[src/hw/rtl/icdr_queue.sv]
// Small synchronous FIFO used between the stages of the block.
`timescale 1ns / 1ps
module icdr_queue #(
  parameter int DEPTH = 2,
  parameter int WIDTH = 32
) (
  input  logic             clk,
  input  logic             rst_n,
  input  logic             push,
  input  logic [WIDTH-1:0] wdata,
  output logic             full,
  input  logic             pop,
  output logic [WIDTH-1:0] rdata,
  output logic             empty
);

  localparam int PTR_W = (DEPTH > 1) ? $clog2(DEPTH) : 1;
  localparam int CNT_W = $clog2(DEPTH + 1);

  logic [WIDTH-1:0] mem_r [DEPTH];
  logic [PTR_W-1:0] wr_ptr_r, rd_ptr_r;
  logic [CNT_W-1:0] cnt_r;
  logic             do_push, do_pop;

  assign full    = (cnt_r == CNT_W'(DEPTH));
  assign empty   = (cnt_r == '0);
  assign do_push = push & ~full;
  assign do_pop  = pop & ~empty;
  assign rdata   = mem_r[rd_ptr_r];

  always_ff @(posedge clk) begin
    if (!rst_n) begin
      wr_ptr_r <= '0;
      rd_ptr_r <= '0;
      cnt_r    <= '0;
    end else begin
      if (do_push) begin
        wr_ptr_r <= (wr_ptr_r == PTR_W'(DEPTH - 1)) ? '0 : wr_ptr_r + 1'b1;
      end
      if (do_pop) begin
        rd_ptr_r <= (rd_ptr_r == PTR_W'(DEPTH - 1)) ? '0 : rd_ptr_r + 1'b1;
      end
      case ({do_push, do_pop})
        2'b10:   cnt_r <= cnt_r + 1'b1;
        2'b01:   cnt_r <= cnt_r - 1'b1;
        default: cnt_r <= cnt_r;
      endcase
    end
  end

  always_ff @(posedge clk) begin
    if (do_push) begin
      mem_r[wr_ptr_r] <= wdata;
    end
  end

endmodule

[config.mk]
export PLATFORM = sky130hd
export DESIGN_NAME = icdr_queue
export DESIGN_NICKNAME = d
export VERILOG_FILES = /design/src/hw/rtl/icdr_queue.sv
export SDC_FILE = /design/constraint.sdc
export NUM_CORES = 1
export LEC_CHECK = 0
export BUFFER_PORTS_ARGS = -buffer_cell sky130_fd_sc_hd__buf_2
export CAP_MARGIN = 30
export CORE_MARGIN = 2
export CORE_UTILIZATION = 25
export CTS_CLUSTER_SIZE = 40
export DETAILED_ROUTE_END_ITERATION = 7
export PLACE_DENSITY_LB_ADDON = 0.05
export SYNTH_ARGS = -nofsm -noshare
export SYNTH_HDL_FRONTEND = slang
export SYNTH_SLANG_ARGS = --single-unit
[constraint.sdc]
create_clock -name clk -period 5.4 [get_ports clk]
set_input_delay 0.27 -clock clk [delete_from_list [all_inputs] [get_ports clk]]
set_output_delay 0.27 -clock clk [all_outputs]
set_load 0.005 [all_outputs]
==> flow_metrics.tcl <==
set metrics [dict create \
    run_status "completed" \
    dp_hpwl_um 3190 \
    rrSetupSlack_ns 3.18 \
    ir_worst_vdd_mv 0.165 \
    hold_end "mem_r[1][22]$_DFFE_PP_" \
    crit_family "buffers and inverters" \
    crit_chain "nand2b_2 > inv_2 > or3_1 > inv_1 > buf_4" \
    clkSinkCount 69 \
    synth_top_area_share_pct 75.7 \
    grt_pass1_vias 1485 \
    crit_type "register to register" \
    slew-limit-headroom_pct 44.0 \
    clk_pin_slew_ns 0.08 \
    rr_startpoint "cnt_r[0]$_SDFFE_PN0P_" \
    via_count 1339 \
    holdWs_ns 0.117 \
    ant_nets 0 \
    critPathSlowestCell "inv_1" \
    ctsResizeCount 0 \
    gp_congestion 0.621 \
    antenna_found_initial 0 \
    setup_viol 0 \
    synthTopCellsByArea "edfxtp_1, mux2_2, mux2_1" \
    io_buffers 69 \
    clk_path_buf_depth 2 \
    worst_pin_slew_ns 0.840 \
    die_x_um 105 \
    cts_setup_buffers 0 \
    nNetsFinal 240 \
    htreeDepth 3 \
    yosys.cell_types.count 20 \
    maxCapViolations 0 \
    clockRootBuffer "clkbuf_8" \
    synthesis.nets 163 \
    crit_path_start_kind "register" \
    min_period_ns 2.22 \
    finalHoldViolCount 0 \
    top_layer_used "met4" \
    drt-initial-drc-count 24 \
    first_pass_iters 4 \
    fin_crit_sh_pct 41.1 \
    fin_skew_ns 0.00899 \
    fp.dieH_um 105 \
    setup_tns_ns 0 \
    grt_max_degree 33 \
    rsz0062_at_grt "false" \
    fmax_mhz 451 \
    drc_errors 0 \
    ios 70 \
    avgSynthCellArea_um2 20.1 \
    dieArea_um2 11000 \
    num_rows 36 \
    grt_usage_pct 9.26 \
    worstHoldStart "wdata[22]" \
    reg2reg_to "mem_r[0][27]$_DFFE_PP_" \
    wl_met1_um 2070 \
    drive_gt1_share_pct 52.9 \
    yosys_warnings 0 \
    path_buf_inv 3 \
    cts_buffers 9 \
    grt_overflow 0 \
    post_drt_wl_per_cell_um 14.4 \
    rr_worst_depth 5 \
    hold_depth 1 \
    cts_tree "done" \
    n_antenna_cell 0 \
    cp.arrival_ns 2.24 \
    design.core.area_um2 9820 \
    report.final.slew_viol_count 0 \
    met3_length_um 282 \
    endpoint_kind "register" \
    detail_route.wirelength_um 4920 \
    met2_length_um 2500 \
    final_core_util_pct 32.7 \
    cp.required_ns 5.42 \
    synth_top_area_cell "edfxtp_1" \
    powerDensity_nw_per_um2 444 \
    cts_hold_buf 0 \
    ys_seq_area_share_pct 79.7 \
    layout-area-overhead-vs-synth_pct 26.7 \
    synth-seq-cells 69 \
    netlist_area_um2 2540 \
    start_util_pct 25.8 \
    grt_pass1_wl_um 7550 \
    path_max_fanout 17 \
    clk_latency_ns 0.34 \
    worstHoldPathType "input pin to register" \
    leakage_uw 0.00118 \
    via_per_inst 3.93 \
    netlist_instances 126 \
    max_stage_delay_ns 0.51 \
]
layer usage:
layer / global-route usage [%] / up-vias
li1: - / 639
met1: 10.0 / 648
met2: 15.8 / 44
met3: 3.37 / 8
met4: 4.86 / 0
met5: 0 / -
area by class of cell:
class                           instances  area, um2
Tap cell                              133        166
Clock buffer                            9        124
Inverter                                3       11.3
Fill cell                            1009       6600
Clock inverter                          7       51.3
Timing Repair Buffer                   70        353
Multi-Input combinational cell         50        487
Sequential cell                        69       2020
report_power, final:
group | total [uW] | internal (uW) | leakage [uW] | switching (uW)
sequential | 740 | 677 | 0.000640 | 62.5
combinational | 322 | 178 | 0.000460 | 143
clock | 367 | 167 | 0.0000755 | 200
total | 1430 | 1020 | 0.00118 | 406
synth_stat cells:
cell type / count
edfxtp_1: 64
mux2_2: 21
mux2_1: 11
dfxtp_1: 5
buf_2: 3
xnor2_1: 3
a21boi_1: 2
inv_1: 2
nor2b_1: 2
o21ai_0: 2
or3_1: 2
and2_1: 1
and3_1: 1
clkbuf_1: 1
ha_1: 1
inv_2: 1
nand2_1: 1
nand2b_2: 1
nor2_1: 1
o21a_1: 1
through the flow:
step	cell area [um2]	worst slack (ns)	cells	power, uW
after floorplan	2540	3.47	126	928
after global placement	3040	3.23	325	1070
after detailed placement	3040	3.12	325	1090
after CTS	3220	3.12	341	1460
after global routing	3220	2.96	341	1520
final	3220	3.18	341	1430
registers in the layout, indices dropped and copies added (netlist names), named ones only:
signal	cells
mem_r	64
cnt_r	2
rd_ptr_r	1
wr_ptr_r	1
cells in the final DEF (no fill, tap or decap):
cell type / synthesis / layout
buf_2: 3 / 69
edfxtp_1: 64 / 64
mux2_2: 21 / 21
mux2_1: 11 / 11
clkbuf_8: 0 / 9
clkinvlp_4: 0 / 4
dfxtp_1: 5 / 4
xnor2_1: 3 / 3
nor2b_1: 2 / 2
inv_1: 2 / 2
or3_1: 2 / 2
o21ai_0: 2 / 2
a21boi_1: 2 / 2
o21a_1: 1 / 1
nor2_1: 1 / 1
nand2b_2: 1 / 1
inv_2: 1 / 1
nand2_1: 1 / 1
and3_2: 0 / 1
and2_1: 1 / 1
ha_1: 1 / 1
dfxtp_2: 0 / 1
clkinv_4: 0 / 1
clkinv_1: 0 / 1
inv_6: 0 / 1
buf_4: 0 / 1
how the worst max path moves through the flow:
stage	cells after the start	start	slack, ns	to
after floorplan	4	cnt_r[0]$_SDFFE_PN0P_	3.47	mem_r[0][0]$_DFFE_PP_
after global placement	5	cnt_r[0]$_SDFFE_PN0P_	3.23	mem_r[0][18]$_DFFE_PP_
after detailed placement	5	cnt_r[0]$_SDFFE_PN0P_	3.12	mem_r[0][18]$_DFFE_PP_
after CTS	5	cnt_r[0]$_SDFFE_PN0P_	3.12	mem_r[0][27]$_DFFE_PP_
after global routing	5	cnt_r[0]$_SDFFE_PN0P_	2.96	mem_r[0][24]$_DFFE_PP_
final	5	cnt_r[0]$_SDFFE_PN0P_	3.18	mem_r[0][27]$_DFFE_PP_
cell families (layout without fill, tap and decap cells):
family	count (synthesis)	count (layout)	share of synthesized area [%]
DFF	69	69	79.7
muxes	32	32	14.2
and+or+nand+nor	9	9	2.12
buffers and inverters	7	89	1.18
AOI/OAI and AO/OA	5	5	1.28
xor gates and xnor gates	3	3	1.04
adders and majority gates	1	1	0.493
No activity file was read; power rests on OpenSTA's default activity.
