### src/hw/rtl/icdr_pkg.sv
// Package for the int8 dot product / requantize block: constants and shared types.
`timescale 1ns / 1ps
package icdr_pkg;

  localparam int LANES_DEF     = 8;
  localparam int MAX_LANES     = 8;   // lanes the 64-bit slab fields can carry
  localparam int MID_DEPTH_DEF = 2;
  localparam int OUT_DEPTH_DEF = 2;

  localparam int ACC_W  = 32;
  localparam int MULT_W = 32;
  localparam int SHF_W  = 6;
  localparam int OUT_W  = 8;
  localparam int IDX_W  = 3;
  localparam int PRD_W  = 64;         // full-precision requantization datapath

  localparam logic [IDX_W-1:0] REG_SCALE_MULT = 3'd0;
  localparam logic [IDX_W-1:0] REG_SCALE_SHF  = 3'd1;
  localparam logic [IDX_W-1:0] REG_ZP_OUT     = 3'd2;
  localparam logic [IDX_W-1:0] REG_CLAMP_LO   = 3'd3;
  localparam logic [IDX_W-1:0] REG_CLAMP_HI   = 3'd4;

  localparam logic [PRD_W-1:0] RND_HALF = PRD_W'(64'd1 << 30);
  localparam int               Q_SHIFT  = 31;

  typedef struct packed {
    logic signed [MULT_W-1:0] scale_mult;
    logic signed [SHF_W-1:0]  scale_shift;
    logic signed [OUT_W-1:0]  zp_out;
    logic signed [OUT_W-1:0]  clamp_lo;
    logic signed [OUT_W-1:0]  clamp_hi;
  } cfg_t;

  // Finished accumulation handed from the front to the requantizer.
  typedef struct packed {
    logic                    push;
    logic signed [ACC_W-1:0] sum;
  } acc_req_t;

endpackage

### src/hw/rtl/icdr_front.sv
// Front end: accepts slabs, registers lane products and keeps the running sum.
`timescale 1ns / 1ps
module icdr_front import icdr_pkg::*; #(
  parameter int LANES = LANES_DEF
) (
  input  logic                    clk,
  input  logic                    rst_n,
  input  logic                    in_push,
  output logic                    in_full,
  input  logic [63:0]             in_activations,
  input  logic [63:0]             in_weights,
  input  logic signed [ACC_W-1:0] in_bias_value,
  input  logic                    in_last_slab,
  input  logic                    mid_full,
  output acc_req_t                mid_req
);

  // Lanes past the packed fields carry nothing.
  localparam int USED = (LANES < MAX_LANES) ? LANES : MAX_LANES;

  logic                    s1_vld_r;
  logic                    s1_last_r;
  logic signed [ACC_W-1:0] s1_bias_r;
  logic signed [15:0]      s1_prod_r [USED];
  logic [ACC_W-1:0]        acc_r;
  logic [ACC_W-1:0]        sum;
  logic                    stall, accept, fire;

  // Only a last slab needs room downstream.
  assign stall   = s1_vld_r & s1_last_r & mid_full;
  assign in_full = stall;
  assign accept  = in_push & ~stall;
  assign fire    = s1_vld_r & ~stall;

  always_comb begin
    sum = acc_r;
    for (int i = 0; i < USED; i++) begin
      sum = sum + {{(ACC_W-16){s1_prod_r[i][15]}}, s1_prod_r[i]};
    end
  end

  assign mid_req.push = fire & s1_last_r;
  assign mid_req.sum  = $signed(sum + ACC_W'(s1_bias_r));

  always_ff @(posedge clk) begin
    if (!rst_n) begin
      s1_vld_r <= 1'b0;
      acc_r    <= '0;
    end else begin
      if (!stall) begin
        s1_vld_r <= accept;
      end
      if (fire) begin
        acc_r <= s1_last_r ? '0 : sum;
      end
    end
  end

  always_ff @(posedge clk) begin
    if (accept) begin
      s1_last_r <= in_last_slab;
      s1_bias_r <= in_bias_value;
      for (int i = 0; i < USED; i++) begin
        s1_prod_r[i] <= $signed(in_activations[8*i +: 8]) * $signed(in_weights[8*i +: 8]);
      end
    end
  end

endmodule

### config.mk
export PLATFORM = sky130hd
export DESIGN_NAME = icdr_front
export DESIGN_NICKNAME = d
export VERILOG_FILES = /design/src/hw/rtl/icdr_pkg.sv /design/src/hw/rtl/icdr_front.sv
export SDC_FILE = /design/constraint.sdc
export NUM_CORES = 2
export LEC_CHECK = 0
export ABC_AREA = 1
export BUFFER_PORTS_ARGS = -buffer_cell sky130_fd_sc_hd__buf_4
export CORE_ASPECT_RATIO = 0.8
export CORE_MARGIN = 3
export CORE_UTILIZATION = 45
export DETAILED_ROUTE_END_ITERATION = 12
export PLACE_DENSITY = 0.71
export SETUP_SLACK_MARGIN = 0.3
export SYNTH_ARGS = -nofsm -noshare
export SYNTH_HDL_FRONTEND = slang
export SYNTH_SLANG_ARGS = --single-unit
### constraint.sdc
create_clock -name clk -period 10.1 [get_ports clk]
set_input_delay 2.525 -clock clk [delete_from_list [all_inputs] [get_ports clk]]
set_output_delay 2.525 -clock clk [all_outputs]
set_load 0.01 [all_outputs]
==> run summary <==
outcome = completed
Gate Count Post-Synth = 4171
Setup TNS = 0 ns
initial antenna violation count = 0
dpl cell area = 37100 µm²
final setup violation count = 0
period utilization = 0.925
Placer Congestion = 0.935
starting density of the core = 0.458
Worst Hold Class = register to register
First-pass DRT Iterations = 6
startpoint types = register
Vias = 25500
Reg clk slew, reported paths = 0.08 ns
share of layout cells above drive strength 1 = 0.0770
total track usage = 0.214
WL/cell = 15.6 µm
Req. time, crit path = 7.58 ns
Detailed Place HPWL = 72.1 mm
ANT cells = 0
Final Routed Wirelength = 82.6 mm
flops & latches, synth = 194
IO Count = 199
H-tree Lvls = 4
Clock Skew = 0.0134 ns
Clock Path Buffers = 2
I/O Buffers = 198
Area Growth Syn to Fin = 8.43%
Max Slew Vio Count = 0
Core ar. = 76000 µm²
area share of the largest cell type after synthesis = 0.351
drt drc = 0
Setup crit end kind = output port
syn nets = 5244
hold violation count in the final report = 0
sequential element share of the synthesized area = 0.158
post-synthesis cell type count = 39
die area = 80700 µm²
Critical Path AT = 6.82 ns
cell taking the most area after synthesis = fa_1
cts bufs inserted = 17
Die Height = 255 µm
Synth Cell Area = 34800 µm²
first-pass GRT wire length = 137 mm
Die Wd = 317 µm
synth warn = 0
vias in the first global route = 26000
CTS tree = yes
CTS Hold Bufs = 0
Via density = 4.82
Clock Tree Root = clkbuf_16
Worst-Skew Late Latency = 0.49 ns
average size of a mapped cell = 8.34 µm²
Final ANT Viol Nets = 0
Final Cell Area = 37700 µm²
Slew headroom = 0.345
global route total overflow = 0
Crit Path Max Fanout = 16
maximum clock rate = 107 MHz
largest net degree at the start of global routing = 83
CP Class = register to output port
fin nets = 5335
Max Cap Viol = 0
Synth area leaders = fa_1, edfxtp_1, inv_1
First DRT Iteration DRCs = 1769
Core Rows = 90
RSZ-0062 raised after global routing = no
clock sinks = 194
Least-Margin Pin Slew = 0.983 ns
Fin Hold WS = 0.468 ns
crit path time final = 9.34 ns
## final timing paths
check | from | endpoint | slack [ns] | cells after the start
worst max-delay path | s1_prod_r[0][47] | mid_req[26] | 0.76 | 26
worst max register to register | s1_prod_r[0][47] | acc_r[30] | 4.98 | 15
worst min-delay path | acc_r[15] | acc_r[15] | 0.47 | 2
worst min register to register | acc_r[15] | acc_r[15] | 0.47 | 2
## per-stage QoR
step	setup WS [ns]	utilization	std cells
2_1_floorplan	2.04	-	4171
3_3_place_gp	1.25	0.488	5253
3_5_place_dp	1.19	0.488	5253
4_1_cts	0.681	0.496	5285
5_1_grt	0.334	0.496	5287
6_report	0.757	0.496	5287
## repair_timing
action	in CTS	in global routing
setup endpoints to repair	0	8
buffers inserted	0	2
resized for setup	0	0
## cell type report
cell class	instances	area, µm²
Tap cell	1012	1270
Multi-Input combinational cell	2607	24200
Clock buffer	17	425
Fill cell	7182	38300
Sequential cell	194	5500
Inverter	1239	4660
Clock inverter	15	201
Timing Repair Buffer	203	1520
## sequential cells by signal (all words and copies together) (netlist names)
| register | cells |
|---|---|
| acc_r | 32 |
| s1_prod_r | 128 |
| s1_vld_r | 1 |
| s1_bias_r | 32 |
| s1_last_r | 1 |
## worst max-delay path, stage by stage (launching register included)
cell and delay, ns:
edfxtp_1 0.41, fa_1 0.60, inv_1 0.66, fa_1 0.57, fa_1 0.52, inv_1 0.06, fa_1 0.45, ha_1 0.45
nand2_1 0.21, nor2_2 0.14, inv_1 0.08, nor2_1 0.14, o21ai_0 0.15, nand3_1 0.10, nand2_1 0.06, and2_1 0.17
ha_1 0.32, nand2_1 0.08, inv_1 0.08, nand3_1 0.15, nor2_1 0.18, nand4_1 0.11, nand3_1 0.19, nand2_1 0.12
nand3_1 0.10, nand2_1 0.07, buf_4 0.14
## cell families after synthesis
logic type | Yosys count | share of synthesized area
buffers and inverters | 1370 | 0.148
AND/OR/NAND/NOR | 1259 | 0.151
adder cells (fa/ha/maj) | 908 | 0.458
AO/OA/AOI/OAI | 270 | 0.0420
flip-flops | 194 | 0.158
XOR/XNOR | 170 | 0.0432
## synth_stat cells
cell,number
a211oi_1,1
and3_1,1
nand4_1,25
fa_1,610
nor3_2,8
o2111ai_1,8
o21ai_0,59
a31oi_1,3
o211ai_1,2
xor2_1,102
a21boi_0,1
ha_1,298
inv_1,1230
and2_0,1
and2_1,14
edfxtp_1,161
inv_2,9
xor2_2,2
nand3_2,4
o21bai_1,12
nor3_1,20
o21ai_1,1
nand3_1,95
o31ai_1,2
nor2_1,105
xnor2_1,66
buf_2,3
nand2_1,911
nand3b_1,4
dfxtp_1,33
or2_1,1
nor2_2,8
a21o_1,9
or2_2,51
o21a_1,4
nor4_1,1
a21oi_1,168
nand2_2,10
clkbuf_1,128
## placed cells by master, fill, tap and decap left out, types with 5 or more instances in the layout
master	netlist	final
nor2_1	105	104
a21oi_1	168	168
and2_1	14	14
xor2_1	102	102
buf_4	0	203
o21bai_1	12	12
edfxtp_1	161	161
inv_1	1230	1229
clkbuf_16	0	17
or2_2	51	51
nand2_1	911	911
xnor2_1	66	66
a21o_1	9	9
dfxtp_1	33	33
nor3_2	8	8
inv_8	0	5
nand4_1	25	25
nand2_2	10	10
nand3_1	95	95
nor3_1	20	20
inv_2	9	9
fa_1	610	610
ha_1	298	298
o21ai_0	59	59
o2111ai_1	8	8
nor2_2	8	8
## metal layers
metal  up-vias  GRT usage  wire, µm
met5         -          0         0
met4         0     0.0412      1270
met3        66     0.0242      4120
met2       621      0.349     38700
met1     12500      0.311     38500
li1      12300          -         -
Power is not shown: default switching activity piles up to over one toggle a cycle in this logic, so the estimate is an artifact.
