--- src/hw/rtl/icdr_pkg.sv ---
// Package for the int8 dot product / requantize block: constants and shared types.
`timescale 1ns / 1ps
package icdr_pkg;

  localparam int LANES_DEF     = 8;
  localparam int MAX_LANES     = 8;   // lanes the 64-bit slab fields can carry
  localparam int MID_DEPTH_DEF = 2;
  localparam int OUT_DEPTH_DEF = 2;

  localparam int ACC_W  = 32;
  localparam int MULT_W = 32;
  localparam int SHF_W  = 6;
  localparam int OUT_W  = 8;
  localparam int IDX_W  = 3;
  localparam int PRD_W  = 64;         // full-precision requantization datapath

  localparam logic [IDX_W-1:0] REG_SCALE_MULT = 3'd0;
  localparam logic [IDX_W-1:0] REG_SCALE_SHF  = 3'd1;
  localparam logic [IDX_W-1:0] REG_ZP_OUT     = 3'd2;
  localparam logic [IDX_W-1:0] REG_CLAMP_LO   = 3'd3;
  localparam logic [IDX_W-1:0] REG_CLAMP_HI   = 3'd4;

  localparam logic [PRD_W-1:0] RND_HALF = PRD_W'(64'd1 << 30);
  localparam int               Q_SHIFT  = 31;

  typedef struct packed {
    logic signed [MULT_W-1:0] scale_mult;
    logic signed [SHF_W-1:0]  scale_shift;
    logic signed [OUT_W-1:0]  zp_out;
    logic signed [OUT_W-1:0]  clamp_lo;
    logic signed [OUT_W-1:0]  clamp_hi;
  } cfg_t;

  // Finished accumulation handed from the front to the requantizer.
  typedef struct packed {
    logic                    push;
    logic signed [ACC_W-1:0] sum;
  } acc_req_t;

endpackage

--- src/hw/rtl/icdr_back.sv ---
// Back end: sequenced Q0.31 requantization, offset and clamp of one sum at a time.
`timescale 1ns / 1ps
module icdr_back import icdr_pkg::*; (
  input  logic                    clk,
  input  logic                    rst_n,
  input  cfg_t                    cfg,
  input  logic                    mid_empty,
  input  logic signed [ACC_W-1:0] mid_sum,
  output logic                    mid_pop,
  input  logic                    out_full,
  output logic                    out_push,
  output logic signed [OUT_W-1:0] out_data
);

  typedef enum logic [2:0] {
    ST_IDLE,
    ST_MUL,
    ST_RND,
    ST_SHF,
    ST_FIN
  } state_t;

  state_t                  state_r;
  logic signed [ACC_W-1:0] x_r;
  logic signed [PRD_W-1:0] prod_r;
  logic signed [32:0]      scaled_r;
  logic signed [PRD_W-1:0] shv_r;

  logic signed [PRD_W-1:0] rnd_sum, scaled_ext, shv_nxt, zp_sum, clamped, lo_ext, hi_ext;
  logic [5:0]              neg_shf;
  logic [4:0]              r_amt, l_amt;
  logic                    shf_right;

  assign mid_pop  = (state_r == ST_IDLE) & ~mid_empty;
  assign out_push = (state_r == ST_FIN) & ~out_full;

  assign rnd_sum    = prod_r + $signed(RND_HALF);
  assign scaled_ext = {{(PRD_W-33){scaled_r[32]}}, scaled_r};

  always_comb begin
    shf_right = ~cfg.scale_shift[SHF_W-1] & (cfg.scale_shift != '0);
    r_amt     = cfg.scale_shift[4:0];
    neg_shf   = 6'(-cfg.scale_shift);
    // Shift of -32 is limited to 31; the clamp gives the same answer.
    l_amt     = neg_shf[5] ? 5'd31 : neg_shf[4:0];
    if (shf_right) begin
      shv_nxt = (scaled_ext + $signed(PRD_W'(64'd1) << (r_amt - 5'd1))) >>> r_amt;
    end else begin
      shv_nxt = scaled_ext <<< l_amt;
    end
  end

  always_comb begin
    zp_sum  = shv_r + PRD_W'(cfg.zp_out);
    lo_ext  = PRD_W'(cfg.clamp_lo);
    hi_ext  = PRD_W'(cfg.clamp_hi);
    clamped = (zp_sum < lo_ext) ? lo_ext : zp_sum;
    if (clamped > hi_ext) begin
      clamped = hi_ext;
    end
    out_data = clamped[OUT_W-1:0];
  end

  always_ff @(posedge clk) begin
    if (!rst_n) begin
      state_r <= ST_IDLE;
    end else begin
      case (state_r)
        ST_IDLE: begin
          if (!mid_empty) begin
            x_r     <= mid_sum;
            state_r <= ST_MUL;
          end
        end
        ST_MUL: begin
          prod_r  <= PRD_W'(x_r) * PRD_W'(cfg.scale_mult);
          state_r <= ST_RND;
        end
        ST_RND: begin
          scaled_r <= rnd_sum[PRD_W-1:Q_SHIFT];
          state_r  <= ST_SHF;
        end
        ST_SHF: begin
          shv_r   <= shv_nxt;
          state_r <= ST_FIN;
        end
        ST_FIN: begin
          // Hold the result until the output queue has room.
          if (!out_full) begin
            state_r <= ST_IDLE;
          end
        end
        default: state_r <= ST_IDLE;
      endcase
    end
  end

endmodule

--- config.mk ---
export PLATFORM = sky130hd
export DESIGN_NAME = icdr_back
export DESIGN_NICKNAME = d
export VERILOG_FILES = /design/src/hw/rtl/icdr_pkg.sv /design/src/hw/rtl/icdr_back.sv
export SDC_FILE = /design/constraint.sdc
export NUM_CORES = 2
export LEC_CHECK = 0
export BUFFER_PORTS_ARGS = -buffer_cell sky130_fd_sc_hd__buf_2
export CAP_MARGIN = 20
export CELL_PAD_IN_SITES_DETAIL_PLACEMENT = 0
export CELL_PAD_IN_SITES_GLOBAL_PLACEMENT = 2
export CORE_ASPECT_RATIO = 1.5
export CORE_MARGIN = 2
export CORE_UTILIZATION = 25
export DETAILED_ROUTE_END_ITERATION = 8
export PLACE_DENSITY = 0.62
export SYNTH_ARGS = -nofsm -noshare
export SYNTH_HDL_FRONTEND = slang
export SYNTH_SLANG_ARGS = --single-unit
--- constraint.sdc ---
create_clock -name clk -period 38.2 [get_ports clk]
set_input_delay 11.46 -clock clk [delete_from_list [all_inputs] [get_ports clk]]
set_output_delay 11.46 -clock clk [all_outputs]
set_load 0.02 [all_outputs]
==> impl_results.md <==
* Setup crit start kind: primary input
* Vias in the first global route at 48,340
* CTS tree: built
* Worst path top cell family by delay: compound AO/OA/AOI/OAI gates
* Critical Path Fanout Max at 60
* Largest cells by area after synthesis: fa_1 39%, ha_1 9.2%, edfxtp_1 8.8%
* Final Hold Viols at 0
* Min Clock Period, post-route at 32.66 ns
* Setup Viol. Count Final at 0
* Worst slew margin at 26.30%
* Post-DR wirelength/cell at 22.05 um
* Pins Over Slew Limit at 0
* Sink Count at about 170
* R2r setup slk at between 20 and 30 ns
* Detailed-route via count at 43,370
* Synth top area share at 39.16%
* Worst path bufs/invs at 5
* Sequential share of the synthesized area at 8.949%
* Pin count of the biggest net entering global routing at 61
* Cell variety after synth at 110
* Synth warn at 0
* Area leader, netlist: fa_1
* Syn Inst Count at 6,266
* Longest Clk Path Bufs at 3
* Die Width at 388.3 um
* DRC viols at 0
* Number of CTS-inserted buffers at 25
* Core area at 220,200 um2
* Worst-Margin Slew at between 1 and 1.5 ns
* Status: finished clean
* Reg2reg end: prod_r[57]$_DFFE_PP_
* GRT met1 Usage at 19.98%
* FF+latch count, synth at 166
* Rows at ~210
* CP Class: primary input to primary output
* GPL Wtd Cong at 0.8995
* Inst Count DP at about 9,000
* Drt total wl at 199.8 mm
* Met3 global-route usage at 1.581%
* RSZ-0062 raised after global routing: no
* Critical path endpoint category: primary output
* Crit Reg-Reg Startpoint: x_r[25]$_DFFE_PP_
* First-pass GRT wire length at 303.5 mm
* Post-synth EDFFs at 163
* Clock skew at 0.03502 ns
* Most frequent cell after synthesis: inv_1
* HP Start: prod_r[55]$_DFFE_PP_
* Initial Util at 25.15%
* Slowest cell delay on critical path at 0.76 ns
* Max Cap Viol at 0
* Critical Path RT at 26.74 ns
* Worst path slowest cell: a211oi_1
* Hold path endpoint: scaled_r[24]$_DFFE_PP_
* Crit path DAT at 21.20 ns
* Drt pass-1 iters at 6
* CTS Hold Buffers Added at 0
* R2R depth at 27
* Fin cells at around 9,100
* Synthesized area per cell at 8.836 um2
* GRT met2 Usage at 34.13%
* Setup bufs post-CTS at 0
* Worst path most repeated cell: a21o_1
* Share of layout cells above drive strength 1 at about 5.7%
* Port Buf Inserts at 107
* DR vias/cell at 4.786
* Root Buffer: clkbuf_16
* GR Overflow Total at 0
* Ports at approximately 110
* Hold Crit Class: flip-flop to flip-flop
* Full die area at approximately 230,000 um2
* Area delta synth->final at 7.832%
* Cells on Worst Hold Path at 1
* Post-synthesis net count at 7,856
* Fmax at slightly above 30 MHz
* GRT Total Usage at 17.84%
* 1st-iter DRT viols at 2,002
* Nets at about 7,800
* Sum Neg Setup Slack at 0 ns
* Synth cell count leaders: 1,185 x inv_1, 1,083 x fa_1, 1,041 x nand2_1
* Share of synthesized registers carrying an async set or reset at 0%
* H-tree depth at 4
* Clk Latency, worst-skew pair at 0.58 ns
* Initial antenna violation count at 16
* Dpl hpwl at 155.3 mm
* Cell area after synthesis at 55,370 um2
* Most common flop cell mapped by yosys: edfxtp_1
* Global route hottest layer: met2
* Die Y at 580.4 um
* Period utilisation layout at ~85%
* ANT nets after route at 0
* CTS resizes at 0
* Clock slew at reported path FFs at 0.08 ns
* Worst Setup SP: cfg[23]
## cell type report
class	count	area, um2
inverters	1188	4459
flip-flops and latches	166	4955
fillers	23920	160500
repair buffers	200	1234
clock inverters	4	21.27
clock buffers	29	640.6
multi-input cells	4596	44790
diodes	4	10.01
well taps	2875	3597
## layer usage
layer | vias up | part of all wire (%)
met2 | 940 | 54
met4 | 14 | 4.5
met5 | - | 0.049
met3 | 376 | 3.1
met1 | 22430 | 38
li1 | 19610 | -
## state kept, by name (all words and copies together), names as in the netlist
name      flops
state_r       3
prod_r       34
shv_r        64
scaled_r     33
x_r          32
## layout by cell type (no fill, tap or decap), types with 7 or more instances in the layout
master and instances:
nor2_1 198, and3_1 33, xnor2_1 106, nor3_1 41, mux2_2 33, a221o_1 8, edfxtp_1 163, or2_2 10
clkbuf_16 25, nand4_1 65, nand2b_1 84, o211ai_1 32, ha_1 409, inv_1 1183, o22ai_1 12, a21oi_1 261
a22oi_1 17, o21ai_1 17, a211o_1 8, fa_1 1083, nand2_1 1040, buf_4 93, buf_2 107, nand3_1 67
a31oi_1 39, o21a_1 29, or3_1 17, nor2b_1 31, mux4_2 19, o21ai_0 145, and4_1 7, mux2i_1 109
a21o_1 125, a211oi_1 52, and2_1 251, o21bai_1 17, o31ai_1 9, xor2_1 55, nor4_1 12
## logic make-up (layout without fill, tap and decap cells)
group	Yosys count	after routing	synth area share (%)
buffers and inverters	1504	1421	10.28
xor gates and xnor gates	161	161	2.547
DFF	166	166	8.949
muxes	161	161	3.415
and+or+nand+nor	1898	1898	15.86
other	0	4	0
adders and majority gates	1492	1492	48.40
AOI/OAI and AO/OA	884	884	10.56
## stage by stage
stage	worst slack, ns	area [um2]	utilization, %	hold slack (ns)
after floorplan	7.453	55370	-	0.5156
after global placement	5.449	59030	26.81	0.5782
after detailed placement	5.552	59030	26.81	0.5756
after CTS	5.523	59690	27.11	0.5805
after global routing	4.995	59700	27.11	0.5853
final	5.543	59700	27.12	0.5649
## worst max-delay path by stage
stage	end	slack, ns	cells after the start
finish	out_data[3]	5.54	37
global route	out_data[4]	4.99	37
CTS	out_data[3]	5.52	38
detailed placement	out_data[3]	5.55	38
global placement	out_data[1]	5.45	37
floorplan	out_data[1]	7.45	34
Power is not shown: default switching activity piles up to over one toggle a cycle in this logic, so the estimate is an artifact.
